$ cat src/design/lvf_pkg.sv
// ----------------------------------------------------------------------------
// lvf_pkg: shared types and constants of the lane type vote filter
// Widths, register indexes, reset values and the structs passed between
// the sequencer and the top level.
// ----------------------------------------------------------------------------
package lvf_pkg;

  // number of class codes that carry a score
  localparam int NUM_CLASSES = 16;
  localparam int CLS_W       = $clog2(NUM_CLASSES);

  // field widths
  localparam int CLASS_W    = 4;
  localparam int CONF_W     = 8;
  localparam int SCORE_W    = 16;
  localparam int CNT_W      = 7;
  localparam int CFG_IDX_W  = 2;
  localparam int CFG_DATA_W = 16;

  localparam int WINDOW_MAX = 64;
  localparam logic [SCORE_W-1:0] SCORE_MAX     = '1;
  localparam logic [CLS_W-1:0]   CLASS_UNKNOWN = '0;

  // register reset values
  localparam logic [CNT_W-1:0]   THRESHOLD_RST = CNT_W'(3);
  localparam logic [SCORE_W-1:0] KEEP_RST      = SCORE_W'(256);
  localparam logic [CNT_W-1:0]   WINDOW_RST    = CNT_W'(10);

  typedef enum logic [CFG_IDX_W-1:0] {
    CFG_SWITCH_THRESHOLD = 2'd0,
    CFG_KEEP_WEIGHT      = 2'd1,
    CFG_HISTORY_WINDOW   = 2'd2
  } cfg_idx_t;

  typedef struct packed {
    logic [CNT_W-1:0]   switch_threshold;
    logic [SCORE_W-1:0] keep_weight;
    logic [CNT_W-1:0]   history_window;
  } cfg_t;

  typedef struct packed {
    logic [CLASS_W-1:0] tracked_class;
    logic [CNT_W-1:0]   run_count;
    logic               switched;
  } res_t;

endpackage

$ cat src/design/lvf_if.sv
// ----------------------------------------------------------------------------
// lvf_in_if / lvf_out_if: valid/ready channels of the lane type vote filter
// One beat moves on a clock edge where valid and ready are both high.
// ----------------------------------------------------------------------------
interface lvf_in_if import lvf_pkg::*; ();
  logic               valid;
  logic               ready;
  logic [CLASS_W-1:0] detected_class;
  logic [CONF_W-1:0]  confidence;

  modport source (output valid, output detected_class, output confidence, input ready);
  modport sink   (input valid, input detected_class, input confidence, output ready);
endinterface

interface lvf_out_if import lvf_pkg::*; ();
  logic               valid;
  logic               ready;
  logic [CLASS_W-1:0] tracked_class;
  logic [CNT_W-1:0]   run_count;
  logic               switched;

  modport source (output valid, output tracked_class, output run_count, output switched,
                  input ready);
  modport sink   (input valid, input tracked_class, input run_count, input switched,
                  output ready);
endinterface

$ cat src/design/lane_type_vote_filter_unit.sv
// ----------------------------------------------------------------------------
// lane_type_vote_filter_unit: lane class vote filter, top level
// Config registers, score RAM, vote sequencer and the result register.
// ----------------------------------------------------------------------------
// Each input beat carries a detected class and its confidence; one result
// beat comes back per input beat with the filtered class, the run count used
// for the switch decision and a switched flag. Confidence is added into a
// saturating 16-bit Q8.8 score per class; the tracked class is the present
// class with the highest score (lowest code on a tie) unless a run of equal,
// known detections reaches switch_threshold, which wipes all scores, seeds
// that class with keep_weight and forces it. Until its result is registered,
// an item goes through these steps: the accept cycle latches it and reads
// its score, ST_ACC writes the updated score, ST_SCAN has the single score
// comparator walk the RAM one class per cycle, then a drain state (ST_LAST)
// and a decision state (ST_DONE), which waits while the output register is
// full. in_ch.ready is high only while the sequencer is idle; a finished
// result sits in the output register so the next item can be taken while
// it waits. Config writes are taken any cycle but are meant for idle.
// ----------------------------------------------------------------------------
module lane_type_vote_filter_unit import lvf_pkg::*; (
  input  logic                  clk,
  input  logic                  rst_n,
  lvf_in_if.sink                in_ch,
  lvf_out_if.source             out_ch,
  input  logic                  cfg_we,
  input  logic [CFG_IDX_W-1:0]  cfg_index,
  input  logic [CFG_DATA_W-1:0] cfg_wdata
);

  cfg_t               cfg_r;
  logic               out_valid_r;
  res_t               out_res_r;

  logic               ram_we;
  logic [CLS_W-1:0]   ram_waddr;
  logic [SCORE_W-1:0] ram_wdata;
  logic [CLS_W-1:0]   ram_raddr;
  logic [SCORE_W-1:0] ram_rdata;
  logic               res_free;
  logic               res_fire;
  res_t               res;

  // config registers; index 3 is a hole and is dropped
  always_ff @(posedge clk) begin
    if (!rst_n) begin
      cfg_r.switch_threshold <= THRESHOLD_RST;
      cfg_r.keep_weight      <= KEEP_RST;
      cfg_r.history_window   <= WINDOW_RST;
    end else if (cfg_we) begin
      case (cfg_idx_t'(cfg_index))
        CFG_SWITCH_THRESHOLD: cfg_r.switch_threshold <= cfg_wdata[CNT_W-1:0];
        CFG_KEEP_WEIGHT:      cfg_r.keep_weight      <= cfg_wdata[SCORE_W-1:0];
        CFG_HISTORY_WINDOW:   cfg_r.history_window   <= cfg_wdata[CNT_W-1:0];
        default: begin
        end
      endcase
    end
  end

  lvf_score_ram #(
    .DEPTH (NUM_CLASSES),
    .WIDTH (SCORE_W)
  ) u_ram (
    .clk   (clk),
    .we    (ram_we),
    .waddr (ram_waddr),
    .wdata (ram_wdata),
    .raddr (ram_raddr),
    .rdata (ram_rdata)
  );

  lvf_core u_core (
    .clk        (clk),
    .rst_n      (rst_n),
    .item_valid (in_ch.valid),
    .item_ready (in_ch.ready),
    .item_class (in_ch.detected_class),
    .item_conf  (in_ch.confidence),
    .cfg        (cfg_r),
    .ram_we     (ram_we),
    .ram_waddr  (ram_waddr),
    .ram_wdata  (ram_wdata),
    .ram_raddr  (ram_raddr),
    .ram_rdata  (ram_rdata),
    .res_free   (res_free),
    .res_fire   (res_fire),
    .res        (res)
  );

  // output register: free when empty or draining this cycle
  assign res_free = !out_valid_r || out_ch.ready;

  always_ff @(posedge clk) begin
    if (!rst_n) begin
      out_valid_r <= 1'b0;
    end else if (res_fire) begin
      out_valid_r <= 1'b1;
    end else if (out_ch.ready) begin
      out_valid_r <= 1'b0;
    end
    if (res_fire) begin
      out_res_r <= res;
    end
  end

  assign out_ch.valid         = out_valid_r;
  assign out_ch.tracked_class = out_res_r.tracked_class;
  assign out_ch.run_count     = out_res_r.run_count;
  assign out_ch.switched      = out_res_r.switched;

endmodule

$ cat src/design/lvf_score_ram.sv
// ----------------------------------------------------------------------------
// lvf_score_ram: single write, single read RAM with registered read data
// Holds the per-class confidence scores.
// ----------------------------------------------------------------------------
module lvf_score_ram #(
  parameter int DEPTH = 16,
  parameter int WIDTH = 16,
  parameter int AW    = $clog2(DEPTH)
) (
  input  logic             clk,
  input  logic             we,
  input  logic [AW-1:0]    waddr,
  input  logic [WIDTH-1:0] wdata,
  input  logic [AW-1:0]    raddr,
  output logic [WIDTH-1:0] rdata
);

  logic [WIDTH-1:0] mem [DEPTH];

  always_ff @(posedge clk) begin
    if (we) begin
      mem[waddr] <= wdata;
    end
    rdata <= mem[raddr];
  end

endmodule

$ cat src/design/lvf_core.sv
// ----------------------------------------------------------------------------
// lvf_core: vote sequencer with one shared score comparator
// Tracks the run length, accumulates confidence, scans the score RAM one
// class per cycle for the best present class and applies the class switch.
// ----------------------------------------------------------------------------
module lvf_core import lvf_pkg::*; (
  input  logic               clk,
  input  logic               rst_n,
  // item side
  input  logic               item_valid,
  output logic               item_ready,
  input  logic [CLASS_W-1:0] item_class,
  input  logic [CONF_W-1:0]  item_conf,
  input  cfg_t               cfg,
  // score RAM
  output logic               ram_we,
  output logic [CLS_W-1:0]   ram_waddr,
  output logic [SCORE_W-1:0] ram_wdata,
  output logic [CLS_W-1:0]   ram_raddr,
  input  logic [SCORE_W-1:0] ram_rdata,
  // result side
  input  logic               res_free,
  output logic               res_fire,
  output res_t               res
);

  typedef enum logic [2:0] {
    ST_IDLE,
    ST_ACC,
    ST_SCAN,
    ST_LAST,
    ST_DONE
  } state_t;

  state_t               state_r, state_nxt;
  logic [CLS_W-1:0]     det_r, det_nxt;
  logic [CONF_W-1:0]    conf_r, conf_nxt;
  logic [CLS_W-1:0]     last_r, last_nxt;
  logic [CNT_W-1:0]     run_r, run_nxt;
  logic [CLS_W-1:0]     cur_r, cur_nxt;
  logic [NUM_CLASSES-1:0] pres_r, pres_nxt;
  logic [CLS_W-1:0]     idx_r, idx_nxt;
  logic                 cmp_vld_r, cmp_vld_nxt;
  logic [CLS_W-1:0]     cmp_idx_r, cmp_idx_nxt;
  logic                 found_r, found_nxt;
  logic [CLS_W-1:0]     best_r, best_nxt;
  logic [SCORE_W-1:0]   best_score_r, best_score_nxt;

  logic [CLS_W-1:0]     in_cls;
  logic [CNT_W-1:0]     win;
  logic [CNT_W-1:0]     run_inc;
  logic [SCORE_W:0]     acc_sum;
  logic [CNT_W-1:0]     count;
  logic                 sw;

  // codes beyond the class range count as unknown
  assign in_cls = (32'(item_class) >= NUM_CLASSES) ? CLASS_UNKNOWN : CLS_W'(item_class);

  always_comb begin
    if (cfg.history_window == '0) begin
      win = CNT_W'(1);
    end else if (cfg.history_window > CNT_W'(WINDOW_MAX)) begin
      win = CNT_W'(WINDOW_MAX);
    end else begin
      win = cfg.history_window;
    end
  end

  assign item_ready = (state_r == ST_IDLE);

  always_comb begin
    state_nxt      = state_r;
    det_nxt        = det_r;
    conf_nxt       = conf_r;
    last_nxt       = last_r;
    run_nxt        = run_r;
    cur_nxt        = cur_r;
    pres_nxt       = pres_r;
    idx_nxt        = idx_r;
    cmp_vld_nxt    = cmp_vld_r;
    cmp_idx_nxt    = cmp_idx_r;
    found_nxt      = found_r;
    best_nxt       = best_r;
    best_score_nxt = best_score_r;
    ram_we         = 1'b0;
    ram_waddr      = det_r;
    ram_wdata      = '0;
    ram_raddr      = idx_r;
    res_fire       = 1'b0;
    run_inc        = '0;
    acc_sum        = '0;
    count          = '0;
    sw             = 1'b0;
    res            = '0;

    // shared compare: one RAM word per cycle against the running best
    if (cmp_vld_r && pres_r[cmp_idx_r] && (!found_r || ram_rdata > best_score_r)) begin
      found_nxt      = 1'b1;
      best_nxt       = cmp_idx_r;
      best_score_nxt = ram_rdata;
    end

    unique case (state_r)
      ST_IDLE: begin
        ram_raddr = in_cls;
        if (item_valid) begin
          if (run_r != '0 && in_cls == last_r) begin
            run_inc = run_r + CNT_W'(1);
          end else begin
            run_inc = CNT_W'(1);
          end
          run_nxt   = (run_inc > win) ? win : run_inc;
          last_nxt  = in_cls;
          det_nxt   = in_cls;
          conf_nxt  = item_conf;
          state_nxt = ST_ACC;
        end
      end
      ST_ACC: begin
        acc_sum = (pres_r[det_r] ? {1'b0, ram_rdata} : '0) + (SCORE_W + 1)'(conf_r);
        ram_we          = 1'b1;
        ram_wdata       = acc_sum[SCORE_W] ? SCORE_MAX : acc_sum[SCORE_W-1:0];
        pres_nxt[det_r] = 1'b1;
        found_nxt       = 1'b0;
        best_nxt        = cur_r;
        best_score_nxt  = '0;
        idx_nxt         = '0;
        state_nxt       = ST_SCAN;
      end
      ST_SCAN: begin
        cmp_vld_nxt = 1'b1;
        cmp_idx_nxt = idx_r;
        if (idx_r == CLS_W'(NUM_CLASSES - 1)) begin
          state_nxt = ST_LAST;
        end else begin
          idx_nxt = idx_r + CLS_W'(1);
        end
      end
      ST_LAST: begin
        cmp_vld_nxt = 1'b0;
        state_nxt   = ST_DONE;
      end
      ST_DONE: begin
        count = (det_r != cur_r) ? run_r : CNT_W'(1);
        sw    = (count >= cfg.switch_threshold) && (det_r != CLASS_UNKNOWN);
        if (res_free) begin
          if (sw) begin
            pres_nxt        = '0;
            pres_nxt[det_r] = 1'b1;
            ram_we          = 1'b1;
            ram_wdata       = cfg.keep_weight;
            cur_nxt         = det_r;
          end else begin
            cur_nxt = best_r;
          end
          res_fire          = 1'b1;
          res.tracked_class = CLASS_W'(cur_nxt);
          res.run_count     = count;
          res.switched      = sw;
          state_nxt         = ST_IDLE;
        end
      end
      default: begin
        state_nxt = ST_IDLE;
      end
    endcase
  end

  always_ff @(posedge clk) begin
    if (!rst_n) begin
      state_r      <= ST_IDLE;
      last_r       <= CLASS_UNKNOWN;
      run_r        <= '0;
      cur_r        <= CLASS_UNKNOWN;
      pres_r       <= '0;
      cmp_vld_r    <= 1'b0;
      found_r      <= 1'b0;
      idx_r        <= '0;
    end else begin
      state_r      <= state_nxt;
      last_r       <= last_nxt;
      run_r        <= run_nxt;
      cur_r        <= cur_nxt;
      pres_r       <= pres_nxt;
      cmp_vld_r    <= cmp_vld_nxt;
      found_r      <= found_nxt;
      idx_r        <= idx_nxt;
    end
    det_r        <= det_nxt;
    conf_r       <= conf_nxt;
    cmp_idx_r    <= cmp_idx_nxt;
    best_r       <= best_nxt;
    best_score_r <= best_score_nxt;
  end

endmodule

$ cat src/flat_wrapper.sv
// flat-port wrapper written by rule: the top's interface ports become plain ports
module lane_type_vote_filter_unit_flat import lvf_pkg::*;
  (clk, rst_n, cfg_we, cfg_index, cfg_wdata, in_ch_valid, in_ch_detected_class, in_ch_confidence, in_ch_ready, out_ch_valid, out_ch_tracked_class, out_ch_run_count, out_ch_switched, out_ch_ready);
  lvf_in_if in_ch_i ();
  lvf_out_if out_ch_i ();
  input  logic clk;
  input  logic rst_n;
  input  logic cfg_we;
  input  logic [CFG_IDX_W-1:0] cfg_index;
  input  logic [CFG_DATA_W-1:0] cfg_wdata;
  input wire logic [$bits(in_ch_i.valid)-1:0] in_ch_valid;
  input wire logic [$bits(in_ch_i.detected_class)-1:0] in_ch_detected_class;
  input wire logic [$bits(in_ch_i.confidence)-1:0] in_ch_confidence;
  output wire logic [$bits(in_ch_i.ready)-1:0] in_ch_ready;
  output wire logic [$bits(out_ch_i.valid)-1:0] out_ch_valid;
  output wire logic [$bits(out_ch_i.tracked_class)-1:0] out_ch_tracked_class;
  output wire logic [$bits(out_ch_i.run_count)-1:0] out_ch_run_count;
  output wire logic [$bits(out_ch_i.switched)-1:0] out_ch_switched;
  input wire logic [$bits(out_ch_i.ready)-1:0] out_ch_ready;
  assign in_ch_i.valid = in_ch_valid;
  assign in_ch_i.detected_class = in_ch_detected_class;
  assign in_ch_i.confidence = in_ch_confidence;
  assign in_ch_ready = in_ch_i.ready;
  assign out_ch_valid = out_ch_i.valid;
  assign out_ch_tracked_class = out_ch_i.tracked_class;
  assign out_ch_run_count = out_ch_i.run_count;
  assign out_ch_switched = out_ch_i.switched;
  assign out_ch_i.ready = out_ch_ready;
  lane_type_vote_filter_unit u_core (.clk(clk), .rst_n(rst_n), .in_ch(in_ch_i), .out_ch(out_ch_i), .cfg_we(cfg_we), .cfg_index(cfg_index), .cfg_wdata(cfg_wdata));
endmodule
$ cat config.mk
export PLATFORM = sky130hd
export DESIGN_NAME = lane_type_vote_filter_unit_flat
export DESIGN_NICKNAME = d
export VERILOG_FILES = /design/src/design/lvf_pkg.sv /design/src/design/lvf_if.sv /design/src/design/lane_type_vote_filter_unit.sv /design/src/design/lvf_score_ram.sv /design/src/design/lvf_core.sv /design/src/flat_wrapper.sv
export SDC_FILE = /design/constraint.sdc
export NUM_CORES = 1
export LEC_CHECK = 0
export BUFFER_PORTS_ARGS = -buffer_cell sky130_fd_sc_hd__buf_4
export CAP_MARGIN = 20
export CORE_ASPECT_RATIO = 1.1
export CORE_MARGIN = 1
export CORE_UTILIZATION = 64
export CTS_BUF_LIST = sky130_fd_sc_hd__clkbuf_4
export DETAILED_ROUTE_END_ITERATION = 12
export PLACE_DENSITY = 0.87
export SLEW_MARGIN = 20
export SYNTH_ARGS = -nofsm -noshare
export SYNTH_HDL_FRONTEND = slang
export SYNTH_SLANG_ARGS = --single-unit
$ cat constraint.sdc
create_clock -name clk -period 9.6 [get_ports clk]
set_input_delay 0.96 -clock clk [delete_from_list [all_inputs] [get_ports clk]]
set_output_delay 0.96 -clock clk [all_outputs]
set_load 0.02 [all_outputs]
==> results of run 1 <==
-- Yosys cell counts, types with 2 or more instances --
library cell,count
edfxtp_1,288
nand2_1,135
dfxtp_1,103
mux4_2,72
inv_1,56
nor2_1,52
clkbuf_1,42
ha_1,41
a22oi_1,32
mux2i_1,32
o21ai_0,29
a21oi_1,26
a21boi_0,20
nor2b_1,20
nor3_1,19
nand3_1,18
o22ai_1,15
xnor2_1,14
nand2b_1,13
a221o_1,12
and3_1,12
nand4_1,12
xor2_1,11
and2_1,10
buf_2,10
nor4_1,10
nand3b_1,8
o21a_1,8
a211oi_1,6
a31oi_1,6
a21o_1,5
buf_6,5
a22o_1,4
buf_4,4
mux2_2,4
nor3b_1,4
o211ai_1,4
o41ai_1,3
a32o_1,2
o21bai_1,2
-- layout make-up --
type / count / area [um^2] / area share (%)
inverters: 56 / 210 / 1.11
multi-input cells: 678 / 5700 / 30.1
clock buffers: 134 / 1010 / 5.32
clock inverters: 40 / 236 / 1.25
well taps: 346 / 433 / 2.29
flip-flops and latches: 391 / 10700 / 56.7
repair buffers: 77 / 598 / 3.16
diodes: 3 / 7.51 / 0.0397
-- critical path: cells and delay by family (launching register included) --
| kind | cells | cell delay (ps) |
|---|---|---|
| AND/OR/NAND/NOR | 2 | 1030 |
| multiplexers | 2 | 1230 |
| adder cells (fa/ha/maj) | 2 | 510 |
| AO/OA/AOI/OAI | 4 | 1260 |
| flip-flops | 1 | 810 |
-- per-layer routing --
layer	wire length, um	GRT usage [%]	vias to the layer above	part of all wire, %
li1	-	-	4797	-
met1	14300	41.4	5321	34
met2	19600	50.8	872	47
met3	5650	7.81	160	14
met4	2010	15.9	0	4.8
met5	0	0	-	0
-- cell families after synthesis --
family | Yosys count | share of synthesized area [%]
flip-flops | 391 | 63.9
AND/OR/NAND/NOR | 321 | 9.17
AO/OA/AOI/OAI | 182 | 7.54
buffers and inverters | 117 | 3.01
multiplexers | 108 | 11.9
adder cells (fa/ha/maj) | 42 | 3.18
XOR/XNOR | 25 | 1.31
-- report_power, final --
group	switching (uW)	internal (uW)
Combinational	344	248
Clock	673	708
Sequential	87.7	1890
-- per-stage QoR --
step	std cells	hold WS [ps]	area, um^2	util, %
finish	1725	398	18900	74.1
global route	1725	371	18900	74.1
CTS	1722	366	18900	74.0
detailed placement	1548	448	17600	69.2
global placement	1547	443	17600	69.1
floorplan	1186	435	16800	-
-- worst paths after layout --
| path | start | endpoint | slack, ps |
|---|---|---|---|
| worst min register to register | u_core.u_core.best_score_r[14]$_SDFFE_PP0P_ | u_core.u_core.best_score_r[14]$_SDFFE_PP0P_ | 460 |
| worst min-delay path | in_ch_confidence[1] | u_core.u_core.conf_r[1]$_DFFE_PP_ | 400 |
| worst max-delay path | u_core.u_core.ram_waddr[0]$_DFFE_PP_ | u_core.u_ram.mem[4][1]$_DFFE_PP_ | 4450 |
| worst max register to register | u_core.u_core.ram_waddr[0]$_DFFE_PP_ | u_core.u_ram.mem[4][1]$_DFFE_PP_ | 4450 |
-- flip-flops by register name (all words and copies together), names as in the netlist --
| signal | count |
|---|---|
| u_core.u_core.last_r | 4 |
| u_core.u_ram.rdata | 16 |
| u_core.out_ch.run_count | 7 |
| u_core.u_core.run_r | 7 |
| u_core.u_core.found_r | 1 |
| u_core.out_ch.switched | 1 |
| u_core.u_core.best_r | 4 |
| u_core.u_core.ram_waddr | 4 |
| u_core.u_core.state_r | 3 |
| u_core.u_core.cmp_idx_r | 4 |
| u_core.u_core.cmp_vld_r | 1 |
| u_core.cfg_r | 30 |
| u_core.u_core.conf_r | 8 |
| u_core.u_ram.mem | 256 |
| u_core.u_core.idx_r | 4 |
| u_core.out_ch.valid | 1 |
| u_core.u_core.best_score_r | 16 |
| u_core.out_ch.tracked_class | 4 |
| u_core.u_core.cur_r | 4 |
| u_core.u_core.pres_r | 16 |
==> summary.md, run 1 <==
| Metric | Value |
|---|---|
| Num CTS Buffers | 93 |
| Num rows | 61 |
| Static Leak | 0.00695 uW |
| Final Cycle Share | 53.7% |
| Top cell type's share of synthesized area | 51.6% |
| First-pass GRT wire length | 62.1 mm |
| Final WS setup | 4450 ps |
| Filler cells | 1514 |
| CTS Hold Bufs | 0 |
| Initial Util | 65.7% |
| Vias per std cell | 6.46 |
| Layout cells sized above 1 | 24.0% |
| Critical Path AT | 5580 ps |
| PortBufs | 48 |
| Status | finished clean |
| Crit-path max FO | 18 |
| Avg WL per Cell | 24.1 um |
| Peak VDD IR | 0.118 mV |
| Power Density | 209 mW/mm^2 |
| Total iterations of the first detailed-routing run | 6 |
| Dpl hpwl | 23.7 mm |
| Worst reg-to-reg path cell count | 10 |
| H-tree level count | 3 |
| Max-Cap Viols | 0 |
| Crit path kind | reg2reg |
| Largest net degree at the start of global routing | 72 |
| Final Setup Violations | 0 |
| Slew @ Worst Pin | 1060 ps |
| Worst slew margin | 29.2% |
| Critical Path Max Stage Delay | 860 ps |
| Top_reg_cell synth | edfxtp_1 |
| Yosys cell types | 57 |
| Total congestion overflow | 0 |
| Synth area leader | edfxtp_1 |
| Share of the yosys chip area belonging to registers | 63.9% |
| Worst skew pair latency | 770 ps |
| Clock Root Buffer | clkbuf_4 |
| CP Cell Sequence | mux4_2, mux4_2, nor2_1, ha_1, fa_1, a211oi_1, o21bai_1, o41ai_4, nor4_4, a221o_1 |
| Clock Skew | 83.9 ps |
| TNS Setup | 0 ps |
| Total Power | 3940 uW |
| Layout Nets | 1374 |
| Crit-path most repeated cell | mux4_2 |
| Die Ht | 172 um |
| Die Width | 156 um |
| Initial antenna violation count | 2 |
| Place WS | 4740 ps |
| Worst Setup Start Kind | flop |
| Initial DRC Count | 1617 |
| Post-synth EDFFs | 288 |
| CTS max path bufs | 3 |
| WHS Path Cells | 1 |
| Ys async rst share | 0% |
| Commonest non-fill, non-tap cell in the layout | edfxtp_1 |
| Core Footprint | 0.0255 mm^2 |
| Clock-pin slew on the worst setup and hold paths | 70 ps |
| Most frequent cells in the layout | edfxtp_1, nand2_1, clkbuf_4 |
| Post-CTS Resized | 0 |
| Ports | 49 |
| Final Slew Violations | 0 |
| GPL Wtd Cong | 0.872 |
| GRT Total Usage | 32.0% |
| Final Hold Vio Count | 0 |
| CP endpoint kind | flop |
| Post-CTS Setup Bufs | 0 |
| Highest Clock Rate | 194 MHz |
| Syn Nets | 1263 |
| Worst path slowest cell | nor4_4 |
| Synthesis-to-layout area growth | 12.8% |
| DRC viols | 0 |
| Crit path time final | 5150 ps |
| CTS tree | built |
| Req. time, crit path | 10020 ps |
| Syn. warnings | 0 |
| RSZ-0062 raised after global routing | no |
| Avg Synthesized Cell Area | 14.1 um^2 |
| Post-DRT Antenna Nets | 0 |
| Number of global-route vias before repair | 10900 |
| #FFs+latches synth | 391 |
| Cell Area, Synth | 0.0168 mm^2 |
| Die area | 0.0268 mm^2 |
| Worst Hold Class | in2reg |
| Cells after Synth | 1186 |
| Ranking of synthesized cells by area | edfxtp_1, dfxtp_1, mux4_2, ha_1, nand2_1 |
| Sink Count | 391 |
| Vias | 11200 |
| Routed WL | 41.6 mm |
No activity file was read; power rests on OpenSTA's default activity.
==> run 2, diff against run 1 <==
--- a/config.mk
+++ b/config.mk
@@ -5,6 +5,7 @@
 export SDC_FILE = /design/constraint.sdc
 export NUM_CORES = 1
 export LEC_CHECK = 0
+export ABC_AREA = 1
 export BUFFER_PORTS_ARGS = -buffer_cell sky130_fd_sc_hd__buf_4
 export CAP_MARGIN = 20
 export CORE_ASPECT_RATIO = 1.1
==> constraint.sdc (replaced) <==
create_clock -name clk -period 5.3 [get_ports clk]
set_input_delay 0.53 -clock clk [delete_from_list [all_inputs] [get_ports clk]]
set_output_delay 0.53 -clock clk [all_outputs]
set_load 0.02 [all_outputs]
==> summary.md, run 2 <==
| Metric | Value |
|---|---|
| Synthesis-to-layout area growth | 11.5% |
| Slew @ Worst Pin | 987 ps (-74.4 ps) |
| Core Footprint | 0.0261 mm^2 (+2.2%) |
| Max reg flops | 256 (unchanged) |
| GPL Wtd Cong | 0.918 (+5.3%) |
| Sw Share | 31.1% (+3.1 points) |
| CTS tree | built |
| Clock Root Buffer | clkbuf_4 |
| Layout cells sized above 1 | 13.6% (-10 points) |
| DR top layer | met4 |
| Max-Cap Viols | 0 (unchanged) |
| Multi-input gate area | 0.00546 mm^2 (-4.2%) |
| Yosys cell types | 41 (-28%) |
| Final Slew Violations | 0 (unchanged) |
| Avg WL per Cell | 18.5 um (-23%) |
| Ports | 49 (unchanged) |
| WHS Path Cells | 3 (+2) |
| Commonest cells in the netlist | edfxtp_1, nand2_1, nor2_1 |
| Critical Path AT | 4770 ps (-810 ps) |
| Final Hold Vio Count | 0 (unchanged) |
| Top_reg_cell synth | edfxtp_1 |
| TNS Setup | 0 ps (unchanged) |
| Combinational share of power | 18.3% (+3.3 points) |
| Layout Nets | 1807 (+32%) |
| Num CTS Buffers | 91 (-2.2%) |
| Routed WL | 40.1 mm (-3.8%) |
| Vias per std cell | 5.97 (-7.7%) |
| Initial antenna violation count | 1 (-1) |
| Post-synth EDFFs | 288 (unchanged) |
| Design area | 0.0190 mm^2 (+0.29%) |
| Ranking of synthesized cells by area | edfxtp_1, dfxtp_1, nand2_1, nor2_1, ha_1 |
| Final Cycle Share | 84.3% (+31 points) |
| P_sw | 2320 uW (+110%) |
| Top cell type's share of synthesized area | 50.9% (-0.74 points) |
| Status | finished clean |
| WHS | 65.6 ps (-333 ps) |
| Highest Clock Rate | 224 MHz (+15%) |
| Total Power | 7450 uW (+89%) |
| RSZ-0062 raised after global routing | no |
| Wire length on met3 | 4.16 mm (-26%) |
| First-pass GRT wire length | 61.8 mm (-0.44%) |
| Clock Skew | 70.5 ps (-13.4 ps) |
| Most frequent cell after synthesis | edfxtp_1 |
| H-tree level count | 3 (unchanged) |
| CTS max path bufs | 3 (unchanged) |
| Power Density | 393 mW/mm^2 (+88%) |
| Post-CTS Resized | 0 (unchanged) |
| Crit path time final | 4470 ps (-687 ps) |
| Worst skew pair latency | 740 ps (-30 ps) |
| Metal2 WL | 19.3 mm (-1.7%) |
| #FFs+latches synth | 391 (unchanged) |
| Final Setup Violations | 0 (unchanged) |
| Syn Nets | 1719 (+36%) |
| Peak VDD IR | 0.273 mV (+130%) |
| Sequential power share | 48.6% (-1.4 points) |
| Post-DP Area | 0.0176 mm^2 (-0.36%) |
| GRT Total Usage | 29.8% (-2.2 points) |
| Worst slew margin | 34.2% (+5.0 points) |
| Largest regs | u_core.u_ram.mem (256), u_core.cfg_r (30) |
| Storage element area | 0.0107 mm^2 (unchanged) |
| Crit path kind | reg2reg |
| Share of the yosys chip area belonging to registers | 63.0% (-0.92 points) |
| Clock share of power | 33.1% (-1.9 points) |
| Util after Layout | 72.7% (-1.4 points) |
| Most frequent cells in the layout | edfxtp_1, nand2_1, nor2_1 |
| DRC viols | 0 (unchanged) |
| Num rows | 62 (+1.6%) |
| Syn. warnings | 0 (unchanged) |
| Die area | 0.0272 mm^2 (+1.4%) |
| Filler cells | 1663 (+9.8%) |
| Commonest non-fill, non-tap cell in the layout | edfxtp_1 |
| Avg Synthesized Cell Area | 10.4 um^2 (-27%) |
| Largest net degree at the start of global routing | 92 (+28%) |
| Dpl hpwl | 24.5 mm (+3.2%) |
| Req. time, crit path | 5600 ps (-4420 ps) |
| Sink Count | 391 (unchanged) |
| Crit-path max FO | 18 (unchanged) |
| Ys async rst share | 0% (unchanged) |
| Post-CTS Setup Bufs | 0 (unchanged) |
| Wire length on met1 | 15.2 mm (+5.8%) |
| PortBufs | 48 (unchanged) |
| Total congestion overflow | 0 (unchanged) |
| Biggest register | u_core.u_ram.mem |
| Cell-internal power | 5140 uW (+81%) |
| Cell Area, Synth | 0.0170 mm^2 (+1.5%) |
| CP endpoint kind | flop |
| Vias | 12900 (+16%) |
| Worst Hold Class | in2reg |
| Worst reg-to-reg path cell count | 15 (+5) |
| Initial DRC Count | 1386 (-14%) |
| Total iterations of the first detailed-routing run | 7 (+1) |
| Die Ht | 173 um (+0.72%) |
| Synth area leader | edfxtp_1 |
| Clock-pin slew on the worst setup and hold paths | 70 ps (about the same) |
| Worst Setup Start Kind | flop |
| Post-DRT Antenna Nets | 0 (unchanged) |
| Die Width | 157 um (+0.72%) |
| Number of global-route vias before repair | 12300 (+13%) |
| Initial Util | 65.2% (-0.50 points) |
| Static Leak | 0.00717 uW (+3.1%) |
| Cells after Synth | 1642 (+38%) |
## run 2: kinds of logic (layout without fill, tap and decap cells)
family / count (synthesis) / after routing / share of synthesized area [%]
DFF: 391 / 391 / 63.0
AOI/OAI and AO/OA: 372 / 372 / 12.7
and+or+nand+nor: 606 / 606 / 15.2
adders and majority gates: 42 / 42 / 3.14
other: 0 / 1 / 0
buffers and inverters: 215 / 381 / 5.17
xor gates and xnor gates: 16 / 16 / 0.824
## run 2: cell type report
class | instances | area share, %
diodes | 1 | 0.0132
clock buffers | 123 | 4.87
clock inverters | 48 | 1.58
inverters | 137 | 2.73
multi-input cells | 1036 | 28.8
flip-flops and latches | 391 | 56.5
well taps | 352 | 2.32
repair buffers | 73 | 3.17
## run 2: power groups by stage
stage               registers, uW  logic (uW)  clock network (uW)
floorplan                    3620         935                   0
detailed placement           3680        1300                   0
CTS                          3620        1320                2490
global route                 3640        1490                2640
global placement             3670        1250                   0
finish                       3620        1360                2470
## run 2: metal layers
| layer | GRT usage (%) | vias to the layer above |
|---|---|---|
| met1 | 38.6 | 5958 |
| met3 | 6.39 | 118 |
| met4 | 14.7 | 0 |
| met5 | 0 | - |
| met2 | 47.7 | 797 |
| li1 | - | 6023 |
## run 2: critical path, cell delays in order, from the launching register on
cell,delay (ps)
edfxtp_1,650
clkinv_2,250
nand2_1,70
a21oi_1,120
nand4_1,110
inv_1,290
nor2_1,100
ha_1,340
nand3_1,80
nor2_1,90
nand3_1,70
o2111ai_1,190
nand3_2,390
nand2_2,390
nand4_1,190
inv_1,690
## run 2: worst paths after layout
path / startpoint / to / slack (ps)
worst max-delay path: u_core.u_core.ram_waddr[0]$_DFFE_PP_ / u_core.u_ram.mem[3][13]$_DFFE_PP_ / 830
worst min-delay path: cfg_wdata[3] / u_core.cfg_r[3]$_SDFFE_PN1P_ / 70
worst max register to register: u_core.u_core.ram_waddr[0]$_DFFE_PP_ / u_core.u_ram.mem[3][13]$_DFFE_PP_ / 830
worst min register to register: u_core.u_core.best_score_r[4]$_SDFFE_PP0P_ / u_core.u_core.best_score_r[4]$_SDFFE_PP0P_ / 460
## run 2: through the flow
stage                     worst slack, ps  instances
final                                 834       2161
after global routing                  463       2161
after CTS                             931       2159
after detailed placement             1010       1975
after global placement               1160       1975
after floorplan                       837       1642
## run 2: timing repair
item / CTS / global route
hold endpoints to repair: 13 / 0
endpoints found under the setup margin: 0 / 0
hold buffers: 13 / 0
